--- src/hw/rtl/http_request_url_matcher_core_assert.svh ---
// Assertion macros shared by the URL matcher RTL.
// Each macro samples on the rising edge of clk and is disabled while rst_n is low.
`ifndef HTTP_REQUEST_URL_MATCHER_CORE_ASSERT_SVH
`define HTTP_REQUEST_URL_MATCHER_CORE_ASSERT_SVH

// Concurrent property checked on every clock edge outside reset.
`define HRUM_ASSERT(label, prop, msg) \
    label: assert property (@(posedge clk) disable iff (!rst_n) (prop)) else $error(msg);

// A condition that must never be seen outside reset.
`define HRUM_NEVER(label, cond, msg) \
    label: assert property (@(posedge clk) disable iff (!rst_n) !(cond)) else $error(msg);

`endif

--- src/hw/rtl/hrum_pkg.sv ---
// Package for the URL matcher: payload structs, status codes and default sizes.
// No dependencies; every RTL module uses it by scoped names.
package hrum_pkg;

    localparam int NUM_ENTRIES_DEF = 16;
    localparam int PATH_MAX_DEF    = 128;
    localparam int METHOD_MAX_DEF  = 8;

    localparam int STATUS_W = 3;
    localparam int INDEX_W  = 4;

    localparam logic [STATUS_W-1:0] ST_OK       = 3'd0;
    localparam logic [STATUS_W-1:0] ST_BAD      = 3'd1;
    localparam logic [STATUS_W-1:0] ST_NOTFOUND = 3'd2;
    localparam logic [STATUS_W-1:0] ST_REG      = 3'd3;
    localparam logic [STATUS_W-1:0] ST_FULL     = 3'd4;

    localparam logic TYPE_REGISTER = 1'b0;
    localparam logic TYPE_REQUEST  = 1'b1;

    localparam logic [7:0] CHAR_NUL   = 8'h00;
    localparam logic [7:0] CHAR_SPACE = 8'h20;
    localparam logic [7:0] CHAR_CR    = 8'h0D;

    typedef struct packed {
        logic       req_type;
        logic [7:0] data_byte;
        logic       last_byte;
    } item_t;

    typedef struct packed {
        logic [STATUS_W-1:0] status;
        logic [INDEX_W-1:0]  entry_index;
    } result_t;

    // Search token that walks the cell chain at the end of a request.
    typedef struct packed {
        logic    valid;
        logic    done;
        result_t res;
    } tok_t;

    // Events the front end reports for the accepted transaction.
    typedef struct packed {
        logic    reg_valid;
        result_t reg_res;
        logic    fin;
        logic    bad;
    } evt_t;

endpackage

--- src/hw/rtl/hrum_cell.sv ---
// One table slot of the URL matcher: path bytes, length, match flag, search stage.
// Depends on hrum_pkg; chained by the top level, one cell per slot.
module hrum_cell #(
    parameter int SLOT        = 0,
    parameter int NUM_ENTRIES = hrum_pkg::NUM_ENTRIES_DEF,
    parameter int PATH_MAX    = hrum_pkg::PATH_MAX_DEF,
    localparam int AW = $clog2(PATH_MAX),
    localparam int UW = $clog2(NUM_ENTRIES + 1)
) (
    input  logic            clk,
    input  logic            rst_n,
    input  logic            wr_en,
    input  logic [UW-1:0]   used,
    input  logic [AW-1:0]   wr_addr,
    input  logic [7:0]      wr_data,
    input  logic            len_we,
    input  logic [AW-1:0]   len_val,
    input  logic            cmp_en,
    input  logic [AW-1:0]   cmp_addr,
    input  logic            cmp1,
    input  logic [7:0]      byte1,
    input  logic [AW-1:0]   flen,
    input  hrum_pkg::tok_t  tok_in,
    output hrum_pkg::tok_t  tok_out
);

    localparam int IW = hrum_pkg::INDEX_W;

    logic [7:0]     mem [PATH_MAX];
    logic [7:0]     rdata_reg;
    logic           elig_reg;
    logic [AW-1:0]  len_reg;
    logic           match_reg;
    hrum_pkg::tok_t tok_reg, tok_next;
    logic           sel;

    // The slot being filled is always the one at the current fill count.
    assign sel     = (used == UW'(SLOT));
    assign tok_out = tok_reg;

    always_ff @(posedge clk)
    begin
        if (wr_en && sel)
        begin
            mem[wr_addr] <= wr_data;
        end
        if (cmp_en)
        begin
            rdata_reg <= mem[cmp_addr];
            elig_reg  <= (used > UW'(SLOT)) && (len_reg > cmp_addr);
        end
    end

    always_comb
    begin
        tok_next = tok_in;
        if (tok_in.valid && !tok_in.done && match_reg && len_reg == flen)
        begin
            tok_next.done            = 1'b1;
            tok_next.res.status      = hrum_pkg::ST_OK;
            tok_next.res.entry_index = IW'(SLOT);
        end
    end

    always_ff @(posedge clk or negedge rst_n)
    begin
        if (!rst_n)
        begin
            len_reg   <= '0;
            match_reg <= 1'b1;
            tok_reg   <= '0;
        end
        else
        begin
            if (len_we && sel)
            begin
                len_reg <= len_val;
            end
            // The token passing by ends the request, so the flag rearms for the next one.
            if (tok_in.valid)
            begin
                match_reg <= 1'b1;
            end
            else if (cmp1 && !(elig_reg && rdata_reg == byte1))
            begin
                match_reg <= 1'b0;
            end
            tok_reg <= tok_next;
        end
    end

endmodule

--- config.mk ---
export PLATFORM = sky130hd
export DESIGN_NAME = hrum_cell
export DESIGN_NICKNAME = d
export VERILOG_FILES = /design/src/hw/rtl/http_request_url_matcher_core_assert.svh /design/src/hw/rtl/hrum_pkg.sv /design/src/hw/rtl/hrum_cell.sv
export SDC_FILE = /design/constraint.sdc
export NUM_CORES = 1
export LEC_CHECK = 0
export ABC_CLOCK_PERIOD_IN_PS = 1800
export BUFFER_PORTS_ARGS = -buffer_cell sky130_fd_sc_hd__clkbuf_2
export CORE_ASPECT_RATIO = 1.75
export CORE_MARGIN = 10
export CORE_UTILIZATION = 62
export DETAILED_ROUTE_END_ITERATION = 8
export PLACE_DENSITY_LB_ADDON = 0.08
export SLEW_MARGIN = 20
export SYNTH_ARGS = -nofsm -noshare
export SYNTH_HDL_FRONTEND = slang
export SYNTH_SLANG_ARGS = --single-unit
--- constraint.sdc ---
create_clock -name clk -period 1.8 [get_ports clk]
set_input_delay 0.18 -clock clk [delete_from_list [all_inputs] [get_ports clk]]
set_output_delay 0.18 -clock clk [all_outputs]
set_load 0.02 [all_outputs]
=== Word level (Yosys, flattened, before mapping) ===
Memory sizes are Yosys's and may differ from the RTL's. A register that Yosys moved wholly into a read port is not among the register bits.
Index checks and enable logic that the tools add are counted.
W data, S select, Z words.

* Flip-flop bits (word level): 18
* RAM bits: 1024
* Bits of input ports: 64
* Output and inout port bits: 9
* Logic and storage cells: 29
* Memories: 1

* $lt $le $gt $ge: 2
* Equal/unequal tests: 2
* Muxes and demuxes: 5
* Reductions and logical operators: 12

{| class="wikitable"
|+ Memories
! name !! words !! width !! read ports !! clocked after Yosys merged registers in !! write ports !! line !! source
|-
| mem || 128 || 8 || 1 || 1 || 1 || hrum_cell.sv:29 || <nowiki>logic [7:0] mem [PATH_MAX];</nowiki>
|}

{| class="wikitable"
|+ Operator list
! kind !! count
|-
| $eq A8 B8 Y1 || 1
|-
| $logic_and A1 B1 Y1 || 8
|-
| $mux W8 || 1
|-
| $eq A7 B7 Y1 || 1
|-
| $gt A7 B7 Y1 || 1
|-
| $gt A5 B1 Y1 const B || 1
|-
| $logic_not A5 Y1 || 1
|-
| $mux W1 || 4
|-
| $logic_not A1 Y1 || 2
|-
| $reduce_bool A2 Y1 || 1
|}

=== Depth between registers and ports, before layout ===
* Depth in word-level cells: 6
* Gate-level depth with buffers: 11

=== Worst setup path before layout ===
No wires, ideal clock.

* Path kind: input port to flip-flop
* From: input used[0]
* To: memory mem[59][0] (enable)
* Data arrival time: 1826 ps
* Setup slack: -396 ps
* Stages: 6
* Path through: or4_1 -> nor2_1 -> and3_1 -> nand2_1 -> buf_2 -> nor2_1

* Cells in the longest elaborated chain, start to end: 4

{| class="wikitable"
|+ RTL lines
! item !! line !! source
|-
| start, declared || hrum_cell.sv:13 || <nowiki>input logic [UW-1:0] used,</nowiki>
|-
| $logic_not A5 Y1 || hrum_cell.sv:38 || <nowiki>assign sel = (used == UW'(SLOT));</nowiki>
|-
| $logic_and A1 B1 Y1 || hrum_cell.sv:43 || <nowiki>if (wr_en && sel)</nowiki>
|-
| $mux W1 || hrum_cell.sv:43 ||
|-
| $mux W1 (implied by the code) || hrum_cell.sv:45 || <nowiki>mem[wr_addr] <= wr_data;</nowiki>
|-
| end, declared || hrum_cell.sv:29 ||
|}

Every way passes these cells.

==> results.cfg <==
[synth]
avgSynthCellArea_sq_um = 20.2
postSynth.asyncResetShare = 0.0162
synth-edff-count = 1033
synth_nets = 2086
syn_inst = 2015
yosys_warnings = 0
ys_ff_latch = 1050
syn_area_sq_um = 40600
ys_types = 42
synth_flop_cell = edfxtp_1
yosysSeqAreaShare = 0.774

[job]
maxCapViolCount = 0

[drt]
ant_nets = 0
wl_mm = 98.7
vias = 20900
dr.pass1.iters = 5
drt_iter0_drc = 1572
routedWlPerCell_um = 30.2
via_per_inst = 6.41
drc = 0

[timing]
fin_crit_sh = 1.00
rsz0062_at_grt = yes
drv_slew = 0
relSlewSlack = 0.623
min_period_ns = 1.81
setup_viol = 2
fmax_ghz = 0.554
whs_ns = 0.00474
finalSetupTns_ns = -0.0115
tightest_slew_ns = 0.565
finalHoldViolations = 0
skew_ns = 0.0157
timing.final.ws_setup_ns = -0.00645

[layout]
fillCellCount = 3608
largest_reg_flops = 1024
fin_nets = 2447
syn_to_final_growth_pct = 21.2
drive_gt1_frac = 0.369
layout_commonest_cell = edfxtp_1
postLayoutCellArea_sq_um = 49300
final_core_util = 0.756
antenna_cells = 0
final_cell_mix = edfxtp_1 (1033), mux4_2 (192), buf_4 (178)

[pwr]
pwr_density_cell_nw_per_um2 = 997
ir_worst_vdd_uv = 1010
p_leak_nw = 16.1
total_power_mw = 49.1

[setup_path]
crit_type = reg2reg
regToRegSetupSlack_ns = -0.006
path_max_fanout = 1
start_kind = flip-flop
rr_endpoint = rdata_reg[3]$_DFFE_PP_
cp.arrival_ns = 2.21
required_ns = 2.20
regToRegStartpoint = mem[126][3]$_DFFE_PP_
worstRegToRegCells = 6
crit_path_end_kind = flip-flop

[placed_design]
gp_congestion = 0.898
placed_cell_area_sq_um = 45800
io_buffers = 72
dpl.hpwl_mm = 66.8

[cts]
clock_latency_ns = 0.66
cts_buffers = 87
clockBufferDepth = 3
htreeDepth = 3
clockRootBuffer = clkbuf_16
cts.clk_slew.worst_paths_ns = 0.06
cts_setup_buffers = 0
cts.sinks = 1050
cts_tree = yes

[outcome]
status = finished, violations left
violations = negative setup slack

[floorplanning]
die_w_um = 214
rows = 124
fp.coreArea_sq_um = 65200
boundaryPins = 73
die_area_sq_um = 76600
die-height_um = 359
start_util = 0.624

[global_routing]
grt_usage = 0.267
antenna_found_initial = 2
grt_overflow = 0
grt_pass1_vias = 22300
grt_max_degree = 58
grt_pass1_wl_mm = 147

[min_path]
min_to = mem[90][1]$_DFFE_PP_
hold_depth = 1
min_from = wr_data[1]
hp-class = in2reg
[metrics by stage]
stage	cells	setup slack, ns
floorplan	2015	-0.148
global placement	3083	-0.619
detailed placement	3083	-0.638
CTS	3267	0.000593
global route	3266	-0.0301
finish	3266	-0.00645
[where the power goes]
part / switching (mW) / leakage (nW) / internal, mW
registers: 0.0534 / 9.49 / 26.9
logic: 1.73 / 5.25 / 1.26
clock network: 8.40 / 1.40 / 10.8
total: 10.2 / 16.1 / 38.9
[repair_timing]
action | 4_1_cts | 5_1_grt
pin swaps | 4 | 29
endpoints found under the hold margin | 100 | 0
hold buffers | 25 | 0
resized for setup | 51 | 39
setup endpoints to repair | 10 | 9
[layout make-up]
| type | count | area, sq um | share of cell area |
|---|---|---|---|
| Timing Repair Buffer | 370 | 3980 | 0.0808 |
| Clock inverter | 58 | 588 | 0.0119 |
| Clock buffer | 102 | 2280 | 0.0462 |
| Inverter | 7 | 26.3 | 0.000533 |
| Sequential cell | 1050 | 31400 | 0.638 |
| Multi-Input combinational cell | 860 | 9910 | 0.201 |
| Tap cell | 819 | 1020 | 0.0208 |
[layer usage]
layer	vias up	GRT usage	part of all wire
met5	-	0	0.00016
met3	190	0.0349	0.054
met2	764	0.465	0.53
li1	9024	-	-
met1	11000	0.328	0.37
met4	2	0.125	0.045
[logic make-up (layout without fill, tap and decap cells)]
family                   Yosys count  count (layout)  synth area share
flip-flops                      1050            1050             0.774
multiplexers                     327             327             0.140
AND/OR/NAND/NOR                  319             319            0.0343
AO/OA/AOI/OAI                    192             192            0.0331
buffers and inverters            105             537            0.0135
XOR/XNOR                          15              15           0.00323
adder cells (fa/ha/maj)            7               7           0.00216
[worst max-delay path by stage]
stage | slack (ns) | cells past startpoint | to | from
after floorplan | -0.15 | 7 | mem[106][0]$_DFFE_PP_ | used[0]
after global placement | -0.62 | 8 | rdata_reg[4]$_DFFE_PP_ | cmp_addr[0]
after detailed placement | -0.64 | 8 | rdata_reg[4]$_DFFE_PP_ | cmp_addr[0]
after CTS | 0.0006 | 5 | rdata_reg[7]$_DFFE_PP_ | mem[68][7]$_DFFE_PP_
after global routing | -0.03 | 6 | rdata_reg[5]$_DFFE_PP_ | mem[20][5]$_DFFE_PP_
final | -0.006 | 6 | rdata_reg[3]$_DFFE_PP_ | mem[126][3]$_DFFE_PP_
[synthesized netlist by cell type, types with 8 or more instances]
cell type	count	area [sq um]
a211oi_1	56	420
a22oi_1	64	480
buf_2	42	210
buf_4	17	128
clkbuf_1	29	109
dfrtp_1	16	400
edfxtp_1	1033	31000
mux2i_1	128	1280
mux4_2	192	4320
nand2_1	107	402
nand3_1	23	115
nor2_1	144	541
nor3_1	9	45.0
nor4_2	8	100
o21ai_0	10	50.1
o22ai_1	56	350
xor2_1	13	114
[critical path: stages, from the launching register on]
cell and delay [ns]:
edfxtp_1 0.37, mux4_2 0.46, a22oi_1 0.22, buf_4 0.17, nand2_1 0.16, nand2_1 0.13, nor4_2 0.05
Power figures use the tool's default switching activity.
