===== src/hw/rtl/http_request_url_matcher_core_assert.svh =====
// Assertion macros shared by the URL matcher RTL.
// Each macro samples on the rising edge of clk and is disabled while rst_n is low.
`ifndef HTTP_REQUEST_URL_MATCHER_CORE_ASSERT_SVH
`define HTTP_REQUEST_URL_MATCHER_CORE_ASSERT_SVH

// Concurrent property checked on every clock edge outside reset.
`define HRUM_ASSERT(label, prop, msg) \
    label: assert property (@(posedge clk) disable iff (!rst_n) (prop)) else $error(msg);

// A condition that must never be seen outside reset.
`define HRUM_NEVER(label, cond, msg) \
    label: assert property (@(posedge clk) disable iff (!rst_n) !(cond)) else $error(msg);

`endif


===== src/hw/rtl/hrum_pkg.sv =====
// Package for the URL matcher: payload structs, status codes and default sizes.
// No dependencies; every RTL module uses it by scoped names.
package hrum_pkg;

    localparam int NUM_ENTRIES_DEF = 16;
    localparam int PATH_MAX_DEF    = 128;
    localparam int METHOD_MAX_DEF  = 8;

    localparam int STATUS_W = 3;
    localparam int INDEX_W  = 4;

    localparam logic [STATUS_W-1:0] ST_OK       = 3'd0;
    localparam logic [STATUS_W-1:0] ST_BAD      = 3'd1;
    localparam logic [STATUS_W-1:0] ST_NOTFOUND = 3'd2;
    localparam logic [STATUS_W-1:0] ST_REG      = 3'd3;
    localparam logic [STATUS_W-1:0] ST_FULL     = 3'd4;

    localparam logic TYPE_REGISTER = 1'b0;
    localparam logic TYPE_REQUEST  = 1'b1;

    localparam logic [7:0] CHAR_NUL   = 8'h00;
    localparam logic [7:0] CHAR_SPACE = 8'h20;
    localparam logic [7:0] CHAR_CR    = 8'h0D;

    typedef struct packed {
        logic       req_type;
        logic [7:0] data_byte;
        logic       last_byte;
    } item_t;

    typedef struct packed {
        logic [STATUS_W-1:0] status;
        logic [INDEX_W-1:0]  entry_index;
    } result_t;

    // Search token that walks the cell chain at the end of a request.
    typedef struct packed {
        logic    valid;
        logic    done;
        result_t res;
    } tok_t;

    // Events the front end reports for the accepted transaction.
    typedef struct packed {
        logic    reg_valid;
        result_t reg_res;
        logic    fin;
        logic    bad;
    } evt_t;

endpackage


===== src/hw/rtl/hrum_front.sv =====
// Front end of the URL matcher: request-line parser and registration writer.
// Depends on hrum_pkg; drives the write and compare commands of the cell chain.
module hrum_front #(
    parameter int NUM_ENTRIES = hrum_pkg::NUM_ENTRIES_DEF,
    parameter int PATH_MAX    = hrum_pkg::PATH_MAX_DEF,
    parameter int METHOD_MAX  = hrum_pkg::METHOD_MAX_DEF,
    localparam int AW  = $clog2(PATH_MAX),
    localparam int MW  = $clog2(METHOD_MAX),
    localparam int PW  = (MW > AW) ? MW : AW,
    localparam int UW  = $clog2(NUM_ENTRIES + 1)
) (
    input  logic                clk,
    input  logic                rst_n,
    input  logic                accept,
    input  hrum_pkg::item_t     item,
    output logic                wr_en,
    output logic [UW-1:0]       used,
    output logic [AW-1:0]       wr_addr,
    output logic [7:0]          wr_data,
    output logic                len_we,
    output logic [AW-1:0]       len_val,
    output logic                cmp_en,
    output logic [AW-1:0]       cmp_addr,
    output logic [AW-1:0]       final_len,
    output hrum_pkg::evt_t      evt
);

    localparam int IW = hrum_pkg::INDEX_W;

    localparam logic [1:0] PH_METHOD = 2'd0;
    localparam logic [1:0] PH_PATH   = 2'd1;
    localparam logic [1:0] PH_SKIP   = 2'd2;

    logic [1:0]    phase_reg, phase_next;
    logic [PW-1:0] pos_reg, pos_next;
    logic          err_reg, err_next;
    logic [AW-1:0] rpos_reg, rpos_next;
    logic          rend_reg, rend_next;
    logic [UW-1:0] used_reg, used_next;

    assign used     = used_reg;
    assign wr_addr  = rpos_reg;
    assign wr_data  = item.data_byte;
    assign cmp_addr = pos_reg[AW-1:0];

    always_comb
    begin
        logic [7:0]    b;
        logic [AW-1:0] rp;
        logic [1:0]    ph;
        logic [PW-1:0] p;
        logic          e;
        b          = item.data_byte;
        rp         = rpos_reg;
        ph         = phase_reg;
        p          = pos_reg;
        e          = err_reg;
        phase_next = phase_reg;
        pos_next   = pos_reg;
        err_next   = err_reg;
        rpos_next  = rpos_reg;
        rend_next  = rend_reg;
        used_next  = used_reg;
        wr_en      = 1'b0;
        len_we     = 1'b0;
        len_val    = '0;
        cmp_en     = 1'b0;
        final_len  = '0;
        evt        = '0;
        if (accept)
        begin
            if (item.req_type == hrum_pkg::TYPE_REGISTER)
            begin
                if (!rend_reg)
                begin
                    if (b == hrum_pkg::CHAR_NUL)
                    begin
                        rend_next = 1'b1;
                    end
                    else if (used_reg < UW'(NUM_ENTRIES) && rpos_reg < AW'(PATH_MAX - 1))
                    begin
                        wr_en = 1'b1;
                        rp    = rpos_reg + AW'(1);
                    end
                end
                rpos_next = rp;
                len_val   = rp;
                if (item.last_byte)
                begin
                    evt.reg_valid = 1'b1;
                    if (used_reg >= UW'(NUM_ENTRIES))
                    begin
                        evt.reg_res.status      = hrum_pkg::ST_FULL;
                        evt.reg_res.entry_index = '0;
                    end
                    else
                    begin
                        evt.reg_res.status      = hrum_pkg::ST_REG;
                        evt.reg_res.entry_index = IW'(used_reg);
                        if (rp != '0)
                        begin
                            len_we    = 1'b1;
                            used_next = used_reg + UW'(1);
                        end
                    end
                    rpos_next = '0;
                    rend_next = 1'b0;
                end
            end
            else
            begin
                if (!(e || ph == PH_SKIP))
                begin
                    if (ph == PH_METHOD)
                    begin
                        if (b == hrum_pkg::CHAR_SPACE)
                        begin
                            if (p == '0)
                            begin
                                e = 1'b1;
                            end
                            ph = PH_PATH;
                            p  = '0;
                        end
                        else if (p >= PW'(METHOD_MAX - 1))
                        begin
                            e = 1'b1;
                        end
                        else
                        begin
                            if (p == '0 && b == hrum_pkg::CHAR_NUL)
                            begin
                                e = 1'b1;
                            end
                            p = p + PW'(1);
                        end
                    end
                    else if (b == hrum_pkg::CHAR_SPACE || b == hrum_pkg::CHAR_CR ||
                             b == hrum_pkg::CHAR_NUL || p >= PW'(PATH_MAX - 1))
                    begin
                        ph = PH_SKIP;
                    end
                    else
                    begin
                        cmp_en = 1'b1;
                        p      = p + PW'(1);
                    end
                end
                if (item.last_byte)
                begin
                    evt.fin    = 1'b1;
                    evt.bad    = e || ph == PH_METHOD || p == '0;
                    final_len  = p[AW-1:0];
                    phase_next = PH_METHOD;
                    pos_next   = '0;
                    err_next   = 1'b0;
                end
                else
                begin
                    phase_next = ph;
                    pos_next   = p;
                    err_next   = e;
                end
            end
        end
    end

    always_ff @(posedge clk or negedge rst_n)
    begin
        if (!rst_n)
        begin
            phase_reg <= PH_METHOD;
            pos_reg   <= '0;
            err_reg   <= 1'b0;
            rpos_reg  <= '0;
            rend_reg  <= 1'b0;
            used_reg  <= '0;
        end
        else
        begin
            phase_reg <= phase_next;
            pos_reg   <= pos_next;
            err_reg   <= err_next;
            rpos_reg  <= rpos_next;
            rend_reg  <= rend_next;
            used_reg  <= used_next;
        end
    end

endmodule


===== config.mk =====
export PLATFORM = sky130hd
export DESIGN_NAME = hrum_front
export DESIGN_NICKNAME = d
export VERILOG_FILES = /design/src/hw/rtl/http_request_url_matcher_core_assert.svh /design/src/hw/rtl/hrum_pkg.sv /design/src/hw/rtl/hrum_front.sv
export SDC_FILE = /design/constraint.sdc
export NUM_CORES = 1
export LEC_CHECK = 0
export ABC_CLOCK_PERIOD_IN_PS = 2400
export BUFFER_PORTS_ARGS = -buffer_cell sky130_fd_sc_hd__clkbuf_2
export CAP_MARGIN = 20
export CORE_ASPECT_RATIO = 1.4
export CORE_UTILIZATION = 29
export DETAILED_ROUTE_END_ITERATION = 8
export SLEW_MARGIN = 25
export SYNTH_ARGS = -nofsm -noshare
export SYNTH_HDL_FRONTEND = slang
export SYNTH_SLANG_ARGS = --single-unit

===== constraint.sdc =====
create_clock -name clk -period 2.4 [get_ports clk]
set_input_delay 0.12 -clock clk [delete_from_list [all_inputs] [get_ports clk]]
set_output_delay 0.12 -clock clk [all_outputs]
set_load 0.02 [all_outputs]

Yosys cells after proc, flatten, opt, wreduce, memory -nomap -nowiden
Cells that the tools add are included.
Word-level totals
  output and inout port bits: 54
  logic and storage cells: 95
  flip-flop bits (word level): 23
Operators by class
  reductions and logical operators: 17
  magnitude comparators: 5
  bitwise logic cells: 2
  eq/ne operators: 3
  add/subtract/negate cells: 3
  multiplexer cells: 59
Operators with widths (count)
  2-to-1 mux 7 bit: 20
  2-to-1 mux 1 bit: 27
  2-to-1 mux 2 bit: 9
  2-to-1 mux 8 bit: 2
  adder 7 x 1 -> 7 bit (second input constant): 2
  logical NOT 7 bit: 2
  2-to-1 mux 10 bit: 1
  equality test 8 x 4 -> 1 bit (second input constant): 1
  equality test 8 x 6 -> 1 bit (second input constant): 1
  logical NOT 8 bit: 1
  greater-or-equal comparator 7 x 3 -> 1 bit (second input constant): 1
  greater-or-equal comparator 7 bit (second input constant): 1
  < comparator 7 bit (second input constant): 1
  nonzero test 7 bit: 1
  logical OR 1 bit: 6
  adder 5 x 1 -> 5 bit (second input constant): 1
  greater-or-equal comparator 5 bit (second input constant): 1
  < comparator 5 bit (second input constant): 1
  AND reduction 5 bit: 1
  logical NOT 2 bit: 2
  AND reduction 2 bit: 2
  equality test 2 bit (second input constant): 1
  logical AND 1 bit: 2
  inverter 1 bit: 2

Longest topological paths before layout
  word-level depth: 15
  depth in mapped cells: 8
  gate-level depth less buffers: 7

Worst setup path before layout
Ideal clock, no wire load.
  kind: flip-flop to output port
  start: register pos_reg[1], in the netlist cmp_addr[1]
  end: output evt[0] (netlist bit)
  buffers on the path: 1
  data arrival time: 2.328 ns
  path slack: -0.048 ns
  required time: 2.280 ns
  stages on the path, launching flop included: 9
  path through: dfrtp_1 -> ha_1 -> a21oi_1 -> or3_1 -> buf_1 -> and3_1 -> o211ai_1 -> nand3_1 -> o31ai_1
RTL lines
  start: declaration: line hrum_front.sv:35  | logic [PW-1:0] pos_reg, pos_next;
  start signal: assignment: line hrum_front.sv:182  | pos_reg <= pos_next;
  end: declaration: line hrum_front.sv:25  | output hrum_pkg::evt_t evt

==> flow_metrics.tcl <==
set metrics [dict create \
    status "completed" \
    synth.avg_cell_area_um2 7.88 \
    yosysTopAreaCell "dfrtp_1" \
    drt-total-wl_um 6000 \
    clockRootBuffer "clkbuf_8" \
    ys.flop_type "dfrtp_1" \
    required_ps 2280 \
    stdcell_count 420 \
    grt_max_degree 24 \
    placed_cell_area_mm2 0.00245 \
    start_kind "flip-flop" \
    p_leak_nw 1.27 \
    vias 2175 \
    power.density_mw_per_mm2 762 \
    cts_buffers 3 \
    async_flop_share 1.00 \
    hold-path-cell-count 2 \
    netlist_instances 253 \
    rsz0062_at_grt "yes" \
    dr.pass1.iters 4 \
    final_antenna_net_count 0 \
    hold_class "in2reg" \
    slowest_stage "dfrtp_1" \
    finalSetupViolCount 0 \
    holdWs_ps 243 \
    num_antenna_cells 0 \
    seq_area_frac_synth 0.289 \
    via_per_inst 5.18 \
    nFillCells 678 \
    switching_power_mw 0.924 \
    gp_congestion 0.869 \
    cts_sinks 23 \
    area_delta_synth_final_pct 33.0 \
    clock_latency_ps 270 \
    design_area_mm2 0.00265 \
    worst_slew_pin_slew_ps 711 \
    vdd_drop_max_mv 0.370 \
    cts_tree "yes" \
    grt_pass1_wl_um 9340 \
    yosys.area.top_type_share 0.289 \
    grt_overflow 0 \
    hold_viol 0 \
    dpl.cell_count 408 \
    yosys_warnings 0 \
    grt_pass1_vias 1957 \
    power_mw 2.02 \
    path_max_fanout 6 \
    netlist-cell-type-count 51 \
    fin_nets 347 \
    power_frac_seq 0.298 \
    ys_seq_elements 23 \
    cts_max_path_buffers 2 \
    synth_fp_nets 271 \
    drc 0 \
    slowest_delay_ps 440 \
    fin_skew_ps 5.08 \
    initial_core_util 0.301 \
    switching_share 0.458 \
    internal_power_mw 1.09 \
    dieHeight_um 100 \
    relSlewSlack 0.526 \
    crit_chain "buf_6 -> a21oi_4 -> or3_4 -> and3_4 -> o211ai_1 -> nand3_1 -> o31ai_2 -> buf_4" \
    grtUsageTotal 0.161 \
    synth_area_mm2 0.00199 \
    drtIter0Drc 142 \
    cp-end-kind "output pin" \
    crit_arrival_ps 2250 \
    io_pins 67 \
    fin_crit_sh 0.988 \
    fmax_ghz 0.422 \
    worst-setup-path-type "reg2out" \
    clockPowerShare 0.125 \
    cts.clk_slew.worst_paths_ps 90 \
    dp_hpwl_um 4510 \
    min_period_ps 2370 \
    combPwrFrac 0.577 \
    htree_levels 1 \
    layout-drive-gt1-share 0.378 \
    synth_edf_count 0 \
    dieArea_mm2 0.00721 \
    drv_cap 0 \
    core_area_mm2 0.00661 \
    final_util 0.401 \
    final_max_slew_viol_count 0 \
    r2r_cells 8 \
    routedWlPerCell_um 14.3 \
    fp.dieW_um 72.1 \
    synth_area_leaders "dfrtp_1, nor2_1, nand2_1" \
    io_buffers 66 \
    antenna_found_initial 0 \
    rows 35 \
]
power by group through the flow:
stage / sequential, mW / clock [mW] / combinational, mW
4_1_cts: 0.578 / 0.268 / 1.10
6_report: 0.601 / 0.253 / 1.17
3_5_place_dp: 0.585 / 0 / 1.08
3_3_place_gp: 0.584 / 0 / 1.08
5_1_grt: 0.612 / 0.276 / 1.27
2_1_floorplan: 0.696 / 0 / 0.636
worst max-delay path, delay by kind of cell (launching register included):
kind | cells | cell delay (ps)
AO/OA/AOI/OAI | 3 | 510
buffers and inverters | 2 | 330
flip-flops | 1 | 440
AND/OR/NAND/NOR | 3 | 700
stage by stage:
step | setup slack [ps] | TNS (ps)
after floorplan | 17.3 | 0
after global placement | 136 | 0
after detailed placement | 166 | 0
after CTS | 1.98 | 0
after global routing | -109 | -153
final | 29.2 | 0
synth_stat cells, types with 2 or more instances:
cell type / instances
a21oi_1: 9
a31oi_1: 6
and2_1: 5
and3_1: 5
buf_2: 2
buf_4: 10
buf_6: 2
clkbuf_1: 6
dfrtp_1: 23
ha_1: 5
inv_1: 12
mux2i_1: 6
nand2_1: 24
nand2b_1: 5
nand3_1: 13
nand4_1: 5
nor2_1: 29
nor2b_1: 3
nor3_1: 10
nor4_1: 6
o211ai_1: 2
o21a_1: 5
o21ai_0: 16
o22ai_1: 6
o31a_2: 3
o31ai_1: 2
or3_1: 2
xnor2_1: 3
xor2_1: 6
worst paths after layout:
kind | start | end | slack (ps)
min in group asynchronous | rst_n | wr_addr[2] | 400
max in group asynchronous | rst_n | cmp_addr[2] | 1560
setup / recovery | cmp_addr[0] | evt[0] | 30
setup reg to reg | wr_addr[0] | used[1] | 100
hold / removal | item[0] | wr_addr[6] | 240
hold reg to reg | rend_reg | rend_reg | 510
layout make-up:
type | instances | area (um^2) | share of cell area
Clock buffer | 3 | 41.3 | 0.0156
Clock inverter | 1 | 5.00 | 0.00189
Inverter | 12 | 45.0 | 0.0170
Multi-Input combinational cell | 197 | 1320 | 0.500
Sequential cell | 23 | 579 | 0.219
Tap cell | 92 | 115 | 0.0434
Timing Repair Buffer | 92 | 541 | 0.204
cells in the final DEF, fill, tap and decap left out, types with 6 or more instances in the layout:
master | synthesis | final
xor2_1 | 6 | 6
buf_4 | 10 | 25
a31oi_1 | 6 | 6
o21ai_0 | 16 | 16
mux2i_1 | 6 | 6
inv_1 | 12 | 12
a21oi_1 | 9 | 8
dfrtp_1 | 23 | 20
nor2_1 | 29 | 28
nand3_1 | 13 | 13
clkbuf_2 | 0 | 63
nand2_1 | 24 | 24
nor3_1 | 10 | 9
o22ai_1 | 6 | 6
per-layer routing:
| metal | up-vias | global-route usage | share of wire |
|---|---|---|---|
| met5 | - | 0 | 0 |
| met4 | 0 | 0.0377 | 0.014 |
| met3 | 10 | 0.0151 | 0.042 |
| met2 | 89 | 0.284 | 0.50 |
| met1 | 1018 | 0.209 | 0.44 |
| li1 | 1058 | - | - |
logic make-up (layout without fill, tap and decap cells):
group | count (synthesis) | after routing | share of synthesized area
AND/OR/NAND/NOR | 115 | 115 | 0.302
AO/OA/AOI/OAI | 61 | 61 | 0.211
buffers and inverters | 33 | 108 | 0.0898
flip-flops | 23 | 23 | 0.289
XOR/XNOR | 9 | 9 | 0.0396
multiplexers | 7 | 7 | 0.0377
adder cells (fa/ha/maj) | 5 | 5 | 0.0314
timing repair:
item	CTS	global route
pin swaps	0	6
gates cloned	0	0
setup buffers	1	6
setup endpoints to repair	3	4
endpoints found under the hold margin	23	0
resized for setup	5	19
hold buffers	1	0
No activity file was read; power rests on OpenSTA's default activity.
